## src/cnpc_pkg.sv

```systemverilog
`timescale 1ns / 1ps
// ----------------------------------------------------------------------------
// cnpc_pkg
// shared types and constants of the four-neighbour peak clip unit
// ----------------------------------------------------------------------------
package cnpc_pkg;

    localparam int DEF_MAX_WIDTH  = 1024;
    localparam int DEF_MAX_HEIGHT = 1024;
    localparam int DEF_PIXEL_BITS = 16;

    localparam int             CFG_BITS        = 11;
    localparam [CFG_BITS-1:0]  CFG_WIDTH_RESET  = 11'd1024;
    localparam [CFG_BITS-1:0]  CFG_HEIGHT_RESET = 11'd1024;

    typedef enum logic {
        CFG_FRAME_WIDTH  = 1'b0,
        CFG_FRAME_HEIGHT = 1'b1
    } t_cfg_idx;

    typedef enum logic {
        REQ_PIXEL = 1'b0,
        REQ_DRAIN = 1'b1
    } t_req;

    typedef struct packed {
        logic up;
        logic left;
        logic down;
        logic right;
    } t_nbr_ex;

endpackage

```

## src/cnpc_clip.sv

```systemverilog
`timescale 1ns / 1ps
// ----------------------------------------------------------------------------
// cnpc_clip
// peak test of one pixel against its existing neighbours and clip to their max
// ----------------------------------------------------------------------------
module cnpc_clip
    import cnpc_pkg::*;
#(
    parameter int PIXEL_BITS = DEF_PIXEL_BITS
) (
    input  logic [PIXEL_BITS-1:0] i_cur,
    input  logic [PIXEL_BITS-1:0] i_up,
    input  logic [PIXEL_BITS-1:0] i_left,
    input  logic [PIXEL_BITS-1:0] i_down,
    input  logic [PIXEL_BITS-1:0] i_right,
    input  t_nbr_ex               i_ex,
    output logic [PIXEL_BITS-1:0] o_res,
    output logic                  o_clip
);
    logic                  peak;
    logic [PIXEL_BITS-1:0] best;

    always_comb begin
        peak = 1'b1;
        best = '0;
        if (i_ex.up) begin
            if (!(i_cur > i_up)) peak = 1'b0;
            if (i_up > best) best = i_up;
        end
        if (i_ex.left) begin
            if (!(i_cur > i_left)) peak = 1'b0;
            if (i_left > best) best = i_left;
        end
        if (i_ex.down) begin
            if (!(i_cur > i_down)) peak = 1'b0;
            if (i_down > best) best = i_down;
        end
        if (i_ex.right) begin
            if (!(i_cur > i_right)) peak = 1'b0;
            if (i_right > best) best = i_right;
        end
    end

    // no neighbour at all: pass unchanged
    assign o_clip = (|i_ex) && peak;
    assign o_res  = o_clip ? best : i_cur;
endmodule

```

## config.mk

```make
export PLATFORM = sky130hd
export DESIGN_NAME = cnpc_clip
export DESIGN_NICKNAME = d
export VERILOG_FILES = /design/src/cnpc_pkg.sv /design/src/cnpc_clip.sv
export SDC_FILE = /design/constraint.sdc
export NUM_CORES = 1
export LEC_CHECK = 0
export ABC_AREA = 0
export BUFFER_PORTS_ARGS = -buffer_cell sky130_fd_sc_hd__buf_2
export CORE_UTILIZATION = 50
export DETAILED_ROUTE_END_ITERATION = 6
export GPL_ROUTABILITY_DRIVEN = 0
export GPL_TIMING_DRIVEN = 0
export PLACE_DENSITY = 0.77
export SLEW_MARGIN = 10
export SYNTH_ARGS = -nofsm -noshare
export SYNTH_HDL_FRONTEND = slang
export SYNTH_SLANG_ARGS = --single-unit
```

## constraint.sdc

```tcl
create_clock -name vclk -period 11
set_input_delay 1.1 -clock vclk [all_inputs]
set_output_delay 1.1 -clock vclk [all_outputs]
set_load 0.02 [all_outputs]
```

==> run summary, run 1 <==
WL final = 10.74 mm
Synthesis Warnings = 0
cts repair resizes = 0
# nets final = 775
critical path class = primary input to output pin
crit path launch type = primary input
post-route design area = 4103 sq um
vias in the first global route = 3828
Arr. time, crit path = 9.08 ns
Area Growth Syn to Fin = 17.40%
CORE AREA = 6756 sq um
Seq pwr share = 0
first-pass GRT wire length = 17.24 mm
share of cells above drive strength 1 = 0.2301
Tightest Hold Check Type = primary input to output pin
Req. time, crit path = 9.90 ns
WL/cell = 16.32 um
Fin. Hold Viols = 0
Max-Cap Viols = 0
DR vias/cell = 6.041
synthesized cell area = 3495 sq um
Port Buffer Count = 100
FF+latch area = 0 sq um
largest net degree at the start of global routing = 11
WP buf/inv = 8
sw frac = 0.5813
slowest CP cell = buf_1
initial antenna violation count = 0
Clock buffer cells = 0
Die Y = 85.60 um
CP max FO = 10
Residual DRC = 0
final setup vio count = 0
total iterations of the first detailed-routing run = 7
Slew Limit Fails = 0
Logic pwr share = 1.000
final core occ = 0.6072
# IOs = 101
Seq cells = 0
Die Span X = 85.60 um
post-route ant nets = 0
detailed-route via count = 3975
final setup TNS = 0 ns
leakage power = 2.254 nW
final hold slack = 2.623 ns
Clk pwr share = 0
Iteration-0 DRC Markers = 191
Power Density = 55.66 nW/um^2
RSZ-0062 raised after global routing = false
die area = 7327 sq um
switching power = 0.1327 mW
placed inst area = 4095 sq um
post-synthesis sequential area ratio = 0
Total Routing Usage GR = 0.2896
number of setup buffers added after CTS = 0
syn avg cell area = 7.311 sq um
post-DP HPWL = 9.542 mm
fin crit period = 10.18 ns
Synth Instances = 478
final period utilization = 0.9256
Initial Utilization = 0.5172
slew margin rel. = 0.5599
Worst-Margin Slew = 0.6601 ns
max frequency = 98.21 MHz
Total Power = 0.2283 mW
cell family with the largest share of critical-path delay = compound AO/OA/AOI/OAI gates
num rows = 30
post-synth cell types = 55
GRT overflow = 0
syn nets = 673
Peak VDD IR = 0.02875 mV
Worst Setup End Kind = output pin
status = complete, no violations
Antenna Cells = 0
hold_buf cts = 0
slowest stage delay, CP = 0.55 ns
most used cell along the critical path = a21oi_1
P_int = 0.09561 mW
[cell usage after synthesis (6+ instances only)]
cell type | count | share of area
nor2_1 | 28 | 0.030
a21oi_1 | 58 | 0.083
nand2_1 | 33 | 0.035
mux2_2 | 6 | 0.019
mux2_4 | 9 | 0.039
o21ai_1 | 7 | 0.010
a211oi_1 | 6 | 0.013
inv_1 | 71 | 0.076
a21o_1 | 7 | 0.015
a21oi_2 | 9 | 0.023
nor4_1 | 6 | 0.011
o22ai_1 | 17 | 0.030
nand4_1 | 18 | 0.032
o21ai_0 | 13 | 0.019
nand3_1 | 10 | 0.014
ha_1 | 111 | 0.40
[logic make-up after synthesis]
| kind of cell | synth area share |
|---|---|
| adder cells (fa/ha/maj) | 0.3974 |
| multiplexers | 0.06659 |
| AND/OR/NAND/NOR | 0.1626 |
| buffers and inverters | 0.09309 |
| XOR/XNOR | 0.002507 |
| AO/OA/AOI/OAI | 0.2778 |
[per-stage QoR]
step / setup WS, ns / std cells
global placement: 0.9021 / 658
CTS: 0.6942 / 658
finish: 0.8182 / 658
floorplan: 2.275 / 478
detailed placement: 0.7321 / 658
global route: 0.1736 / 658
[routing by layer]
metal	wire [um]	part of all wire	GRT usage	vias to the layer above
met2	5142	0.48	0.5389	132
met4	146	0.014	0.04394	0
met5	0	0	0	-
met1	5005	0.47	0.3792	1845
met3	444	0.041	0.005775	13
li1	-	-	-	1985
[area by class of cell]
| class | instances | area, sq um |
|---|---|---|
| Multi-Input combinational cell | 396 | 3177 |
| Fill cell | 669 | 2654 |
| Timing Repair Buffer | 100 | 500.5 |
| Inverter | 72 | 270.3 |
| Tap cell | 80 | 100.1 |
| Buffer | 10 | 55.05 |
[placed cells by master (no fill, tap or decap), types with 3 or more instances in the layout]
cell type | netlist | final
nand4_1 | 18 | 18
o21ai_1 | 7 | 7
nor2b_1 | 4 | 4
a21o_1 | 7 | 7
clkbuf_1 | 5 | 5
a31oi_1 | 3 | 3
inv_1 | 71 | 71
a21oi_2 | 9 | 9
mux2_2 | 6 | 6
o211ai_1 | 5 | 5
nand2_1 | 33 | 33
a21oi_1 | 58 | 58
buf_2 | 2 | 102
nor3_1 | 5 | 5
nand3_1 | 10 | 10
mux2i_1 | 3 | 3
a211oi_1 | 6 | 6
mux2_4 | 9 | 9
o21a_1 | 3 | 3
ha_1 | 111 | 111
nor4_1 | 6 | 6
nor2_1 | 28 | 28
o21ai_0 | 13 | 13
and3_1 | 3 | 3
o22ai_1 | 17 | 17
[final timing paths]
kind | startpoint | end | slack, ns | cells past startpoint
max | i_ex[3] | o_res[9] | 0.82 | 33
min | i_right[5] | o_res[5] | 2.62 | 4
[tightest hold or removal path, stage by stage]
cell,delay [ns]
buf_2,0.12
o22ai_1,0.10
a21oi_1,0.05
buf_2,0.15
[power groups by stage]
stage | combinational (mW) | clock [mW] | sequential [mW]
finish | 0.228 | 0 | 0
global route | 0.254 | 0 | 0
CTS | 0.225 | 0 | 0
detailed placement | 0.223 | 0 | 0
global placement | 0.216 | 0 | 0
floorplan | 0.150 | 0 | 0
Power figures use the tool's default switching activity.
==> run 2, diff against run 1 <==
- CORE_UTILIZATION: 50 -> 30
- PLACE_DENSITY: 0.77 -> unset
==> run 2 against run 1 <==
  * Cell count increased by 9.6%
  * Utilization decreased by 24 points
  * Global-route usage decreased by 9.0 points
  * Largest cell class unchanged
  * Via count decreased by 2.2%
  * Hold slack improved by 0.0018 ns
  * Critical path type unchanged
  * Cell area increased by 1.9%
  * Sequential cell count unchanged
  * Critical endpoint is now o_res[5]
  * Die area increased by 65%
  * Worst setup slack got worse by 0.012 ns
  * Highest routed layer unchanged
==> run summary, run 2 (synthesized netlist as in run 1, its figures left out) <==
status = complete, no violations
WL/cell = 16.47 um (+0.93%)
# nets final = 775 (unchanged)
cell family with the largest share of critical-path delay = compound AO/OA/AOI/OAI gates
Max-Cap Viols = 0 (unchanged)
die area = 12080 sq um (+65%)
final setup vio count = 0 (unchanged)
Fin. Hold Viols = 0 (unchanged)
post-route design area = 4182 sq um (+1.9%)
WP buf/inv = 7 (-1)
placed inst area = 4174 sq um (+1.9%)
Seq cells = 0 (unchanged)
Area Growth Syn to Fin = 19.66%
Slew Limit Fails = 0 (unchanged)
Total Routing Usage GR = 0.1996 (-0.09005)
Peak VDD IR = 0.02086 mV (-27%)
critical path class = primary input to output pin
Total Power = 0.2275 mW (-0.38%)
share of cells above drive strength 1 = 0.2301 (unchanged)
hold_buf cts = 0 (unchanged)
FF+latch area = 0 sq um (unchanged)
final hold slack = 2.624 ns (+0.001770 ns)
hold path depth = 4 (unchanged)
slowest CP cell = nor4_1
most frequent cells in the layout = ha_1 (111), buf_2 (102), inv_1 (71)
detailed-route via count = 3887 (-2.2%)
number of setup buffers added after CTS = 0 (unchanged)
fin crit period = 10.19 ns (+0.01181 ns)
slowest stage delay, CP = 0.56 ns (about the same)
Initial Utilization = 0.3074 (-0.2099)
# IOs = 101 (unchanged)
placed insts = 721 (+9.6%)
Req. time, crit path = 9.90 ns (about the same)
Iteration-0 DRC Markers = 175 (-8.4%)
num rows = 39 (+30%)
Power Density = 54.40 nW/um^2 (-2.3%)
GRT overflow = 0 (unchanged)
commonest non-fill, non-tap cell in the layout = ha_1
post-route ant nets = 0 (unchanged)
initial antenna violation count = 0 (unchanged)
fin cells = 721 (+9.6%)
Worst-Margin Slew = 0.6367 ns (-0.02346 ns)
CP max FO = 10 (unchanged)
cts repair resizes = 0 (unchanged)
slew margin rel. = 0.5756 (+0.01564)
Port Buffer Count = 100 (unchanged)
Die Y = 109.9 um (+28%)
leakage power = 2.254 nW (unchanged)
Tightest Hold Check Type = primary input to output pin
Worst Setup End Kind = output pin
first-pass GRT wire length = 18.81 mm (+9.1%)
max frequency = 98.10 MHz (-0.12%)
total iterations of the first detailed-routing run = 5 (-2)
Worst path depth = 30 (-9.1%)
Arr. time, crit path = 9.09 ns (about the same)
largest net degree at the start of global routing = 11 (unchanged)
vias in the first global route = 3830 (+0.052%)
post-DP HPWL = 10.67 mm (+12%)
Die Span X = 109.9 um (+28%)
DR vias/cell = 5.391 (-11%)
final setup TNS = 0 ns (unchanged)
CORE AREA = 11370 sq um (+68%)
RSZ-0062 raised after global routing = false
crit path launch type = primary input
WL final = 11.88 mm (+11%)
Antenna Cells = 0 (unchanged)
Residual DRC = 0 (unchanged)
Clock buffer cells = 0 (unchanged)
final period utilization = 0.9267 (+0.001073)
run 2: cell counts in the layout (fill, tap and decap cells not counted):
No cell type changed its count.
run 2: final timing paths:
path,start,to,slack (ns)
worst max-delay path,i_up[1],o_res[5],0.81
worst min-delay path,i_right[9],o_res[9],2.62
run 2: cell type report:
class / instances / area [sq um]
fill: 1218 / 7188
multi-input combinational: 396 / 3177
timing repair buffer: 100 / 500.5
inverter: 72 / 270.3
tap: 143 / 178.9
buffer: 10 / 55.05
run 2: where the power goes:
part / switching (mW) / leakage (nW) / total, mW / internal (mW)
Combinational: 0.133 / 2.25 / 0.227 / 0.0949
Clock: 0 / 0 / 0 / 0
Sequential: 0 / 0 / 0 / 0
Total: 0.133 / 2.25 / 0.227 / 0.0949
run 2: layer usage:
metal  up-vias  part of all wire  track usage
met5         -                 0            0
met4         0            0.0086      0.02286
met2       112              0.47       0.3598
met1      1772              0.46       0.2625
li1       1995                 -            -
met3         8             0.061      0.01719
run 2: per-stage QoR:
step / utilization / setup WS, ns
2_1_floorplan: - / 2.275
3_3_place_gp: 0.3671 / 0.8236
3_5_place_dp: 0.3671 / 0.7329
4_1_cts: 0.3671 / 0.7177
5_1_grt: 0.3678 / 0.1839
6_report: 0.3678 / 0.8064
run 2: worst min-delay path: stages:
cell     delay (ns)
buf_2          0.11
o22ai_1        0.10
a21oi_1        0.05
buf_2          0.16
==> run 3, diff against run 2 <==
- PLACE_DENSITY: unset -> 0.51
- TNS_END_PERCENT: unset -> 50
==> run 3 against run 2 <==
  * Critical path depth up 3
  * Count of clock-buffer cells in the layout did not move
  * Sequential share of layout area unchanged
  * Wire length rose by 1.9%
  * Die area unchanged
  * Utilization down 0.066 points
  * Combinational power is essentially flat
  * Fmax up 1.4%
  * Hold slack got worse by 0.0012 ns
  * First-iteration DRC count increased by 17%
  * Total power grew 0.91%
  * Non-clock buffer count decreased by 2
==> run summary, run 3 (synthesized netlist as in run 1, its figures left out) <==
Hold Path End = o_res[10]
filler instances = 1262 (+3.6%)
WL final = 12.10 mm (+1.9%)
WP buf/inv = 7 (unchanged)
Die Y = 109.9 um (unchanged)
status = complete, no violations
crit path launch type = primary input
CORE AREA = 11370 sq um (unchanged)
HP Start = i_right[10]
Req. time, crit path = 9.90 ns (about the same)
final period utilization = 0.9142 (-0.01248)
Die Span X = 109.9 um (unchanged)
die area = 12080 sq um (unchanged)
fin crit period = 10.06 ns (-0.1372 ns)
share of cells above drive strength 1 = 0.2309 (+0.0007990)
leakage power = 2.252 nW (-0.11%)
cell family with the largest share of critical-path delay = compound AO/OA/AOI/OAI gates
cts repair resizes = 0 (unchanged)
num rows = 39 (unchanged)
vias in the first global route = 3907 (+2.0%)
# nets final = 773 (-0.26%)
fin cells = 719 (-0.28%)
Antenna Cells = 0 (unchanged)
first-pass GRT wire length = 19.31 mm (+2.6%)
max frequency = 99.44 MHz (+1.4%)
Power Density = 55.00 nW/um^2 (+1.1%)
detailed-route via count = 3886 (-0.026%)
Iteration-0 DRC Markers = 204 (+17%)
hold_buf cts = 0 (unchanged)
Peak VDD IR = 0.02747 mV (+32%)
Max-Cap Viols = 0 (unchanged)
initial antenna violation count = 0 (unchanged)
Seq cells = 0 (unchanged)
Area Growth Syn to Fin = 19.44%
WL/cell = 16.83 um (+2.2%)
FF+latch area = 0 sq um (unchanged)
DR vias/cell = 5.405 (+0.25%)
number of setup buffers added after CTS = 0 (unchanged)
Initial Utilization = 0.3074 (unchanged)
total iterations of the first detailed-routing run = 4 (-1)
RSZ-0062 raised after global routing = false
most frequent cells in the layout = ha_1 (111), buf_2 (102), inv_1 (71)
Fin. Hold Viols = 0 (unchanged)
critical path class = primary input to output pin
# IOs = 101 (unchanged)
post-DP HPWL = 10.94 mm (+2.6%)
post-route ant nets = 0 (unchanged)
Arr. time, crit path = 8.96 ns (-0.13 ns)
Slew Limit Fails = 0 (unchanged)
final setup TNS = 0 ns (unchanged)
most used cell along the critical path = a21oi_1
final setup vio count = 0 (unchanged)
slew margin rel. = 0.4618 (-0.1138)
Total Routing Usage GR = 0.2065 (+0.006963)
placed insts = 721 (unchanged)
Residual DRC = 0 (unchanged)
CP max FO = 10 (unchanged)
slowest stage delay, CP = 0.50 ns (-0.06 ns)
GRT overflow = 0 (unchanged)
Worst Setup End Kind = output pin
Worst-Margin Slew = 0.8074 ns (+0.1707 ns)
commonest non-fill, non-tap cell in the layout = ha_1
Port Buffer Count = 100 (unchanged)
slowest CP cell = clkbuf_1
largest net degree at the start of global routing = 11 (unchanged)
Critical path origin = i_ex[3]
Clock buffer cells = 0 (unchanged)
Tightest Hold Check Type = primary input to output pin
hold path depth = 4 (unchanged)
==> run 3: cell count changes in the layout (fill, tap and decap cells not counted) <==
cell	delta
buf_1	-1
clkbuf_1	-1
==> run 3: layout make-up <==
cell class	count	area [sq um]	share of cell area
tap	143	178.9	0.04287
buffer	8	47.55	0.01139
timing repair buffer	100	500.5	0.1199
inverter	72	270.3	0.06475
multi-input combinational	396	3177	0.7611
==> run 3: where the power goes <==
part           internal [mW]  switching [mW]
sequential                 0               0
combinational         0.0951           0.134
clock                      0               0
==> run 3: worst max path at each step <==
stage | to | cells after the start
2_1_floorplan | o_res[13] | 32
3_3_place_gp | o_res[12] | 33
3_5_place_dp | o_res[13] | 33
4_1_cts | o_res[13] | 33
5_1_grt | o_res[12] | 34
6_report | o_res[12] | 33
==> run 3: worst min-delay path, stage by stage <==
cell and delay (ns):
buf_2 0.10, o22ai_1 0.07, a21oi_2 0.09, buf_2 0.16
==> run 3: layer usage <==
metal	global-route usage	routed length, um	vias up
met3	0.002371	533	6
met2	0.3732	5612	94
li1	-	-	1975
met1	0.2850	5882	1811
met4	0.01048	74	0
met5	0	0	-
==> run 3: stage by stage <==
| stage | hold WS, ns | utilization | cell area (sq um) | power [mW] | worst slack (ns) |
|---|---|---|---|---|---|
| CTS | 2.627 | 0.3671 | 4174 | 0.2300 | 0.3270 |
| global route | 2.662 | 0.3671 | 4174 | 0.2608 | 0.2356 |
| floorplan | 2.406 | - | 3495 | 0.1501 | 2.275 |
| detailed placement | 2.625 | 0.3671 | 4174 | 0.2281 | 0.3559 |
| global placement | 2.617 | 0.3671 | 4174 | 0.2241 | 0.4336 |
| finish | 2.623 | 0.3671 | 4174 | 0.2296 | 0.9437 |
